$ cat src/rtl/mtf_pkg.sv
// Shared types and constants for the move-to-front order list.
package mtf_pkg;

    localparam int ID_W = 7;

    typedef enum logic [1:0] {
        OP_TOUCH   = 2'd0,
        OP_EMIT    = 2'd1,
        OP_RESTORE = 2'd2,
        OP_NONE    = 2'd3
    } op_t;

    typedef enum logic [1:0] {
        CMD_HOLD,
        CMD_TOUCH,
        CMD_RESTORE,
        CMD_ROTATE
    } cell_cmd_t;

    typedef enum logic {
        ST_IDLE,
        ST_EMIT
    } state_t;

    typedef struct packed {
        cell_cmd_t         cmd;
        logic [ID_W-1:0]   id;
    } cell_ctrl_t;

endpackage

$ cat src/rtl/mtf_cell.sv
// One position of the order list: holds an id, compares, and shifts with its neighbors.
module mtf_cell
    import mtf_pkg::*;
#(
    parameter logic [ID_W-1:0] INIT_ID = 7'd1
) (
    input  logic            aclk,
    input  logic            aresetn,
    input  cell_ctrl_t      ctrl,
    input  logic [ID_W-1:0] front_value,
    input  logic [ID_W-1:0] back_value,
    input  logic            found_behind,
    output logic [ID_W-1:0] value,
    output logic            found_here
);

    logic [ID_W-1:0] value_reg;
    logic [ID_W-1:0] value_next;

    assign value      = value_reg;
    assign found_here = found_behind | (value_reg == ctrl.id);

    always_comb begin
        value_next = value_reg;
        case (ctrl.cmd)
            CMD_TOUCH: begin
                if (found_here) begin
                    value_next = front_value;
                end
            end
            CMD_RESTORE: value_next = INIT_ID;
            CMD_ROTATE:  value_next = back_value;
            default:     value_next = value_reg;
        endcase
    end

    always_ff @(posedge aclk) begin
        if (!aresetn) begin
            value_reg <= INIT_ID;
        end else begin
            value_reg <= value_next;
        end
    end

endmodule

$ cat src/rtl/move_to_front_order_list_top.sv
// Top level of the move-to-front order list: cell chain, emit sequencer and output register.
// The order is held in a row of MAX_ENTRIES cells, front at cell 0. A touch beat or a restore
// beat leaves the block idle, so the next beat can follow in the cycle after. An emit beat
// rotates the whole chain once around, one position per cycle except while a result beat
// waits on the result side and positions remain to be sent, and the block takes no new
// beat until the rotation is done; the first min(entry_count, MAX_ENTRIES) positions go
// out as result beats during that rotation, the last one marked, and the chain is back in
// its original order when the next beat is taken.
// After reset the order is ascending at once; no clearing pass is needed.
module move_to_front_order_list_top
    import mtf_pkg::*;
#(
    parameter int MAX_ENTRIES = 64
) (
    input  logic            aclk,
    input  logic            aresetn,
    input  logic            cfg_valid,
    output logic            cfg_ready,
    input  logic [ID_W-1:0] cfg_entry_count,
    input  logic            s_valid,
    output logic            s_ready,
    input  logic [1:0]      s_operation,
    input  logic [ID_W-1:0] s_entry_id,
    output logic            m_valid,
    input  logic            m_ready,
    output logic [ID_W-1:0] m_entry_id_out,
    output logic            m_last
);

    localparam int CNT_W = $clog2(MAX_ENTRIES + 1);
    localparam logic [ID_W-1:0] MAX_ID = ID_W'(MAX_ENTRIES);
    localparam logic [CNT_W-1:0] LAST_STEP = CNT_W'(MAX_ENTRIES - 1);

    logic [ID_W-1:0]  entry_count_reg;
    state_t           state_reg, state_next;
    logic [CNT_W-1:0] cnt_reg, cnt_next;
    logic [CNT_W-1:0] emit_n_reg, emit_n_next;
    logic             m_valid_reg, m_valid_next;
    logic [ID_W-1:0]  m_entry_id_reg, m_entry_id_next;
    logic             m_last_reg, m_last_next;

    logic [ID_W-1:0]  eff_count;
    logic             accept;
    logic             touch_ok;
    logic             out_free;
    logic             emitting;
    logic             rotate;
    logic [CNT_W-1:0] cnt_inc;
    cell_ctrl_t       ctrl;

    logic [ID_W-1:0]  cell_value [MAX_ENTRIES];
    logic             cell_found [MAX_ENTRIES];

    assign cfg_ready      = 1'b1;
    assign s_ready        = (state_reg == ST_IDLE);
    assign m_valid        = m_valid_reg;
    assign m_entry_id_out = m_entry_id_reg;
    assign m_last         = m_last_reg;

    assign eff_count = (entry_count_reg > MAX_ID) ? MAX_ID : entry_count_reg;
    assign accept    = s_valid & s_ready;
    assign touch_ok  = (s_entry_id != '0) && (s_entry_id <= eff_count);
    assign out_free  = !m_valid_reg || m_ready;
    assign emitting  = (cnt_reg < emit_n_reg);
    assign rotate    = (state_reg == ST_EMIT) && (!emitting || out_free);
    assign cnt_inc   = cnt_reg + 1'b1;

    always_comb begin
        ctrl.cmd = CMD_HOLD;
        ctrl.id  = s_entry_id;
        if (rotate) begin
            ctrl.cmd = CMD_ROTATE;
        end else if (accept) begin
            case (op_t'(s_operation))
                OP_TOUCH: begin
                    if (touch_ok) begin
                        ctrl.cmd = CMD_TOUCH;
                    end
                end
                OP_RESTORE: ctrl.cmd = CMD_RESTORE;
                default:    ctrl.cmd = CMD_HOLD;
            endcase
        end
    end

    for (genvar i = 0; i < MAX_ENTRIES; i++) begin : g_cell
        logic [ID_W-1:0] front_value;
        logic [ID_W-1:0] back_value;
        logic            found_behind;

        if (i == 0) begin : g_front
            assign front_value = ctrl.id;
        end else begin : g_mid_front
            assign front_value = cell_value[i-1];
        end

        if (i == MAX_ENTRIES - 1) begin : g_back
            assign back_value   = cell_value[0];
            assign found_behind = 1'b0;
        end else begin : g_mid_back
            assign back_value   = cell_value[i+1];
            assign found_behind = cell_found[i+1];
        end

        mtf_cell #(
            .INIT_ID(ID_W'(i + 1))
        ) u_cell (
            .aclk        (aclk),
            .aresetn     (aresetn),
            .ctrl        (ctrl),
            .front_value (front_value),
            .back_value  (back_value),
            .found_behind(found_behind),
            .value       (cell_value[i]),
            .found_here  (cell_found[i])
        );
    end

    always_comb begin
        state_next      = state_reg;
        cnt_next        = cnt_reg;
        emit_n_next     = emit_n_reg;
        m_valid_next    = m_valid_reg && !m_ready;
        m_entry_id_next = m_entry_id_reg;
        m_last_next     = m_last_reg;
        case (state_reg)
            ST_IDLE: begin
                if (accept && (op_t'(s_operation) == OP_EMIT)) begin
                    state_next  = ST_EMIT;
                    cnt_next    = '0;
                    emit_n_next = eff_count[CNT_W-1:0];
                end
            end
            ST_EMIT: begin
                if (rotate) begin
                    if (emitting) begin
                        m_valid_next    = 1'b1;
                        m_entry_id_next = cell_value[0];
                        m_last_next     = (cnt_inc == emit_n_reg);
                    end
                    if (cnt_reg == LAST_STEP) begin
                        state_next = ST_IDLE;
                        cnt_next   = '0;
                    end else begin
                        cnt_next = cnt_inc;
                    end
                end
            end
            default: state_next = ST_IDLE;
        endcase
    end

    always_ff @(posedge aclk) begin
        if (!aresetn) begin
            state_reg       <= ST_IDLE;
            cnt_reg         <= '0;
            emit_n_reg      <= '0;
            m_valid_reg     <= 1'b0;
            entry_count_reg <= 7'd64;
        end else begin
            state_reg   <= state_next;
            cnt_reg     <= cnt_next;
            emit_n_reg  <= emit_n_next;
            m_valid_reg <= m_valid_next;
            if (cfg_valid && cfg_ready) begin
                entry_count_reg <= cfg_entry_count;
            end
        end
    end

    always_ff @(posedge aclk) begin
        m_entry_id_reg <= m_entry_id_next;
        m_last_reg     <= m_last_next;
    end

`ifndef SYNTHESIS
    a_restore_front: assert property (@(posedge aclk) disable iff (!aresetn)
        (accept && (s_operation == OP_RESTORE)) |=> (cell_value[0] == ID_W'(1)))
        else $error("Front cell does not hold id 1 after a restore beat.");

    a_touch_front: assert property (@(posedge aclk) disable iff (!aresetn)
        (accept && (s_operation == OP_TOUCH) && touch_ok)
            |=> (cell_value[0] == $past(s_entry_id)))
        else $error("Touched id did not move to the front cell.");

    a_last_count: assert property (@(posedge aclk) disable iff (!aresetn)
        (m_valid_reg && m_last_reg && (state_reg == ST_EMIT) && (cnt_reg != '0))
            |-> (cnt_reg >= emit_n_reg))
        else $error("Last beat shown before all positions were emitted.");

    a_idle_count: assert property (@(posedge aclk) disable iff (!aresetn)
        (state_reg == ST_IDLE) |-> (cnt_reg == '0))
        else $error("Rotation counter not cleared while idle.");
`endif

endmodule

$ cat config.mk
export PLATFORM = sky130hd
export DESIGN_NAME = move_to_front_order_list_top
export DESIGN_NICKNAME = d
export VERILOG_FILES = /design/src/rtl/mtf_pkg.sv /design/src/rtl/mtf_cell.sv /design/src/rtl/move_to_front_order_list_top.sv
export SDC_FILE = /design/constraint.sdc
export NUM_CORES = 1
export LEC_CHECK = 0
export ABC_AREA = 1
export BUFFER_PORTS_ARGS = -buffer_cell sky130_fd_sc_hd__buf_2
export CORE_ASPECT_RATIO = 1.2
export CORE_UTILIZATION = 59
export CTS_BUF_LIST = sky130_fd_sc_hd__clkbuf_4 sky130_fd_sc_hd__clkbuf_8 sky130_fd_sc_hd__clkbuf_16
export DETAILED_ROUTE_END_ITERATION = 16
export GPL_ROUTABILITY_DRIVEN = 0
export PLACE_DENSITY_LB_ADDON = 0.08
export SETUP_SLACK_MARGIN = 0.02
export SLEW_MARGIN = 20
export SYNTH_ARGS = -nofsm -noshare
export SYNTH_HDL_FRONTEND = slang
export SYNTH_SLANG_ARGS = --single-unit
$ cat constraint.sdc
create_clock -name aclk -period 7.3 [get_ports aclk]
set_clock_uncertainty 0.1 [all_clocks]
set_input_delay 1.095 -clock aclk [delete_from_list [all_inputs] [get_ports aclk]]
set_output_delay 1.095 -clock aclk [all_outputs]
set_load 0.01 [all_outputs]
==> Yosys cells after proc, flatten, opt, wreduce, memory -nomap -nowiden <==
Cells that the tools add are included.
{ "op_classes": {"bitwise_logic": 65, "n_eq_ne": 137, "n_reduce_logical": 79, "n_mux": 144, "n_lt_le_gt_ge": 3, "add_sub_neg": 1} }
{ "ops": {"columns": ["operator", "count"], "rows": [
  ["$pmux W7 S3", 64],
  ["$mux W7", 68],
  ["$eq A7 B7 Y1", 65],
  ["$ne A2 B1 Y1 const B", 66],
  ["$reduce_and A2 Y1", 66],
  ["$or A1 B1 Y1", 63],
  ["$pmux W7 S2", 1],
  ["$add A7 B1 Y7 const B", 1],
  ["$eq A7 B6 Y1 const B", 1],
  ["$gt A7 B7 Y1 const B", 1],
  ["$le A7 B7 Y1", 1],
  ["$lt A7 B7 Y1", 1],
  ["$mux W1", 7],
  ["$reduce_bool A7 Y1", 1],
  ["$eq A2 B2 Y1 const B", 3],
  ["$eq A2 B1 Y1 const B", 2],
  ["$logic_and A1 B1 Y1", 4],
  ["$mux W2", 2],
  ["$pmux W2 S2", 1],
  ["$logic_not A1 Y1", 3],
  ["$reduce_and A3 Y1", 1],
  ["$reduce_bool A3 Y1", 1],
  ["$logic_not A2 Y1", 1],
  ["$logic_or A1 B1 Y1", 2],
  ["other kinds (3)", 3]
]} }
{ "word_totals": {"ff_bits": 479, "input_bits": 21, "out_inout_bits": 11, "word_cells": 500} }

==> Longest topological paths before layout <==
{ "logic_depth": {"ltp_word": 66, "ltp_mapped": 43, "depth_no_buf": 42} }

==> Hierarchy <==
A second synthesis with hierarchy kept.
{ "hier_totals": {"hier_cells": 5904, "hier_area_um2": 36714.0} }
{ "by_module_without_submodules": {"columns": ["module", "area_each_um2", "seq_area_each_um2", "instances", "cells_each"], "rows": [
  ["mtf_cell (g_cell[14].u_cell ...)", 540.5, 140.1, 14, 86],
  ["mtf_cell (g_cell[11].u_cell ...)", 553.0, 140.1, 10, 90],
  ["mtf_cell (g_cell[10].u_cell ...)", 544.3, 140.1, 10, 88],
  ["mtf_cell (g_cell[12].u_cell ...)", 531.8, 140.1, 9, 88],
  ["mtf_cell (g_cell[15].u_cell ...)", 555.5, 140.1, 6, 92],
  ["mtf_cell (g_cell[16].u_cell ...)", 565.5, 140.1, 4, 90],
  ["move_to_front_order_list_top", 1790.5, 700.7, 1, 240],
  ["mtf_cell (g_cell[46].u_cell ...)", 528.0, 140.1, 3, 83],
  ["mtf_cell (g_cell[0].u_cell)", 595.6, 140.1, 1, 105],
  ["mtf_cell (g_cell[32].u_cell)", 573.0, 140.1, 1, 100],
  ["mtf_cell (g_cell[48].u_cell)", 554.3, 140.1, 1, 96],
  ["mtf_cell (g_cell[56].u_cell)", 553.0, 140.1, 1, 92],
  ["mtf_cell (g_cell[58].u_cell)", 546.8, 140.1, 1, 83],
  ["mtf_cell (g_cell[60].u_cell)", 545.5, 140.1, 1, 86],
  ["2 more rows", null, null, null, null]
]} }

==> Worst setup path after synthesis <==
No wires, ideal clock.
{ "synth_path": {"path_type": "input to register", "startpoint": "input port s_entry_id[0]", "endpoint": "register g_cell[0].u_cell.value_reg[0]", "stages": 42, "setup_time_ns": 0.130, "arrival_ns": 5.311, "t_required_ns": 7.070, "path_buffers": 2, "setup_slack_ns": 1.760, "path_cell_list": "buf_4 > nand2_1 > nand2_1 > nand2_1 > nor2_1 > nand2_1 > nand2_2 > nor2_2 > nand4_2 > nor2_2 > nand4_2 > nor2_2 > nand4_2 > nor2_2 > nand4_2 > nor2_2 > nand4_2 > nor2_2 > [... 6 more ...] > nand4_2 > nor2_2 > nand4_2 > nor2_2 > nand4_2 > nor2_1 > nand4_1 > nand2_1 > nand4_1 > nor2_1 > nand4_1 > nor2_4 > nand4_4 > nor2_4 > nand4_2 > buf_6 > nand2_1 > nand3_1"} }
{ "synth_via": {"elab_chain_len": 66, "elab_cells_between_ends": 142, "cone_classes": "order compare: 1; eq/ne: 68; mux: 6; bitwise: 63; reduce/logical: 4"} }
{ "synth_lines": {"columns": ["item", "line", "rtl"], "rows": [
  ["start, declared", "move_to_front_order_list_top.sv:23", "input logic [ID_W-1:0] s_entry_id,"],
  ["$eq A7 B7 Y1", "mtf_cell.sv:21", "assign found_here = found_behind | (value_reg == ctrl.id);"],
  ["$or A1 B1 Y1 (63 in a row)", "mtf_cell.sv:21", null],
  ["$ne A2 B1 Y1 (no source line)", null, null],
  ["$reduce_and A2 Y1 (no source line)", null, null],
  ["end signal, assigned", "mtf_cell.sv:41", "value_reg <= value_next;"],
  ["end, declared", "mtf_cell.sv:17", "logic [ID_W-1:0] value_reg;"]
]} }
Several ways; a longest one is shown, not always the timed one. The select of a mux whose other input is x is not followed.
A chain may end at the register's enable or synchronous reset.

==> Worst setup path in the final report <==
{ "layout_path": {"startpoint": "input port s_entry_id[3]", "endpoint": "register g_cell[5].u_cell.value_reg[1]"} }
{ "layout_via": {"elab_chain_len": 61, "elab_cells_between_ends": 131, "cone_classes": "order compare: 1; eq/ne: 63; mux: 5; bitwise: 58; reduce/logical: 4"} }
{ "layout_lines": {"columns": ["item", "line"], "rows": [
  ["$eq A7 B7 Y1", "mtf_cell.sv:21"],
  ["$or A1 B1 Y1 (58 in a row)", "mtf_cell.sv:21"],
  ["$ne A2 B1 Y1 (no source line)", null],
  ["$reduce_and A2 Y1 (no source line)", null],
  ["end signal, assigned", "mtf_cell.sv:41"],
  ["end, declared", "mtf_cell.sv:17"]
]} }
Several ways; a longest one is shown, not always the timed one.

==> flow_summary.toml <==
[worst_setup_path]
critPathBufInv = 4
cpPeakStageDelay_ns = 0.27
startpoint_type = "input pin"
criticalPathCategory = "input pin to flop"
crit_arrival_ns = 6.97
path_delay_family = "simple AND/OR/NAND/NOR gates"
endpoint_kind = "flop"
critical_path_required_ns = 7.66
cpMaxStageDelayCell = "inv_1"
crit_path_max_fanout = 15
crit_top_cell = "nor2_2"

[synthesis]
synth_warnings = 0
synth-seq-cells = 479
syn_area_mm2 = 0.0264
syn_avg_cell_area_um2 = 7.64
ys.flop_type = "dfxtp_1"
syn-instance-count = 3451
ys_types = 48
synth-edff-count = 8
synth-seq-area-share_pct = 36.7
synth_nets = 3487
synthArstFlopShare_pct = 0

[detailed_routing]
dr.pass1.iters = 6
drt-initial-drc-count = 2549
ant_nets = 0
vias = 25600
vias_per_cell = 6.48
routed_wl_mm = 80.2
drc_errors = 0
avgRoutedWirePerCell_um = 20.3

[finish]
final_layout_size_suffix_gt1_share_pct = 6.66
area_growth_pct = 8.19
seqCellArea_mm2 = 0.00967
largest_register_ffs = 448
multiInputGateArea_mm2 = 0.0146
nNetsFinal = 3386
fillerInstances = 3841
antennaDiodeCount = 0

[sta]
worstMarginPinSlew_ns = 1.17
slew_viol_final = 0
fin_crit_ns = 6.61
worst_slack_ns = 0.687
grt_setup_unrepaired = "no"
hold_viol = 0
setup-tns-final_ns = 0
setup_violations = 0
final.period_utilization_pct = 90.6
fmax_ghz = 0.151
slew_headroom_pct = 21.8

[global_route]
first_global_vias = 23900
antenna_found_initial = 0
grt_overflow_total = 0
grtUsageTotal_pct = 34.3
grt_max_degree = 189
grt_pass1_wl_mm = 129
grt_util_met1_pct = 45.8
met2_usage_pct = 56.4
grt_use_met3_pct = 4.09
busiest_layer = "met2"

[clocking]
root_buffer = "clkbuf_16"
cts_tree = "done"
clk_path_buf_depth = 3
ctsHtreeMaxLevel = 2
clk_pin_slew_ns = 0.06
clkSinkCount = 479
numCtsBuffers = 50
clock_latency_ns = 0.61

[die]
initial_core_util_pct = 60.0
die_area_mm2 = 0.0455
io_pins = 32
dieHeight_um = 234
rows = 84
die_w_um = 195
core_mm2 = 0.0439

[run]
maxCapViolCount = 0

[run_status]
status = "completed"

[placement]
dp_hpwl_mm = 51.4
dpl_worst_slack_ns = -0.0158
port_buffers = 30

[hold_path]
hp-class = "flop to flop"

[power_and_ir_drop]
p_leak_uw = 0.0114
powerDensity_mw_per_mm2 = 262
max-vdd-ir-drop_mv = 0.246
[layer usage]
metal,vias to the layer above,wire [um]
met5,-,0
met4,0,2630
met3,198,6520
met2,1191,37100
met1,12300,33900
li1,12000,-
[power by group]
part,switching [uW],internal (uW),total [uW]
logic,911,549,1460
clock network,1100,1650,2750
registers,350,2900,3250
[worst register-to-register path, delay by kind of cell (launching register included)]
kind,cells,cell delay (ns)
AO/OA/AOI/OAI,2,0.21
AND/OR/NAND/NOR,36,4.82
buffers and inverters,3,0.53
flip-flops,1,0.43
[cells by family (layout without fill, tap and decap cells)]
kind of cell	Yosys count	count (layout)	share of synthesized area [%]
fa+ha+maj	15	15	0.712
buf+inv	553	494	8.15
xor+xnor	370	370	12.3
simple gates	1090	1090	18.3
compound gates	943	943	23.8
other cells	1	1	0.0142
flops	479	479	36.7
[final timing paths]
kind / startpoint / end / slack [ns] / depth (start not counted)
worst min-delay path: entry_count_reg[0] / entry_count_reg[0] / 0.37 / 2
worst max-delay path: s_entry_id[3] / g_cell[5].u_cell.value[1] / 0.69 / 42
worst max register to register: g_cell[62].u_cell.value[3] / g_cell[5].u_cell.value[1] / 1.06 / 41
worst min register to register: entry_count_reg[0] / entry_count_reg[0] / 0.37 / 2
[metrics by stage]
step / instance area, um^2 / std cells / hold slack, ns / total power (uW) / utilization, %
after global routing: 28500 / 3951 / 0.394 / 7770 / 64.9
after CTS: 28500 / 3949 / 0.376 / 7450 / 64.9
final: 28500 / 3951 / 0.370 / 7460 / 64.9
after global placement: 26700 / 3855 / 0.356 / 4670 / 60.8
after detailed placement: 26700 / 3855 / 0.366 / 4720 / 60.8
after floorplan: 26400 / 3451 / 0.335 / 4300 / -
[cell usage in the layout (no fill, tap or decap), types with 10 or more instances in the layout]
cell type and instances:
clkbuf_8 15, nand4_1 64, o221ai_1 149, nand2_1 510, ha_1 15, o22ai_1 79
clkinv_2 11, nor3_1 62, clkbuf_4 10, buf_2 22, a31oi_1 22, o211ai_1 74
o21ai_0 302, clkbuf_16 53, buf_4 54, nor4_1 29, nand3_1 148, nand4_2 12
a211oi_1 41, inv_1 308, a221oi_1 138, nor2_2 13, nor2_1 226, xor2_1 186
a21oi_1 115, or2_2 10, xnor2_1 184, dfxtp_1 471
[final cells by class]
cell class                 instances  share of cell area, %
multi-input combinational       2419                   51.1
tap                              559                   2.45
clock buffer                      78                   5.64
clock inverter                    16                  0.649
timing repair buffer              79                   2.00
inverter                         321                   4.27
sequential                       479                   33.9
[cell usage after synthesis (2+ instances only)]
cell / n / area share, %
nand4_2: 13 / 0.62
nor2_4: 4 / 0.17
nor2_1: 227 / 3.2
a221oi_1: 138 / 4.6
a31oi_1: 22 / 0.52
nand2_1: 511 / 7.3
nand4_1: 64 / 1.5
o211ai_1: 74 / 2.1
buf_2: 15 / 0.28
or3_1: 2 / 0.047
o21ai_0: 302 / 5.7
buf_4: 8 / 0.23
nand3_1: 148 / 2.8
clkbuf_1: 181 / 2.6
a21oi_1: 115 / 2.2
clkinv_1: 7 / 0.10
buf_1: 25 / 0.36
nor3_1: 62 / 1.2
o22ai_1: 79 / 1.9
edfxtp_1: 8 / 0.91
or2_2: 10 / 0.24
a211oi_1: 41 / 1.2
buf_6: 3 / 0.13
o221ai_1: 149 / 5.0
xnor2_1: 184 / 6.1
inv_2: 4 / 0.057
nor4_1: 29 / 0.69
ha_1: 15 / 0.71
a22oi_1: 4 / 0.11
inv_1: 310 / 4.4
dfxtp_1: 471 / 36
nor2_2: 13 / 0.31
a2111oi_0: 10 / 0.33
o21ai_1: 4 / 0.076
xor2_1: 186 / 6.2
[what timing repair did]
item                                    in CTS  in global routing
setup buffers                                0                  2
endpoints found under the setup margin       0                  7
hold buffers                                 0                  0
resized for setup                            0                  1
(Power assumes the default switching activity.)
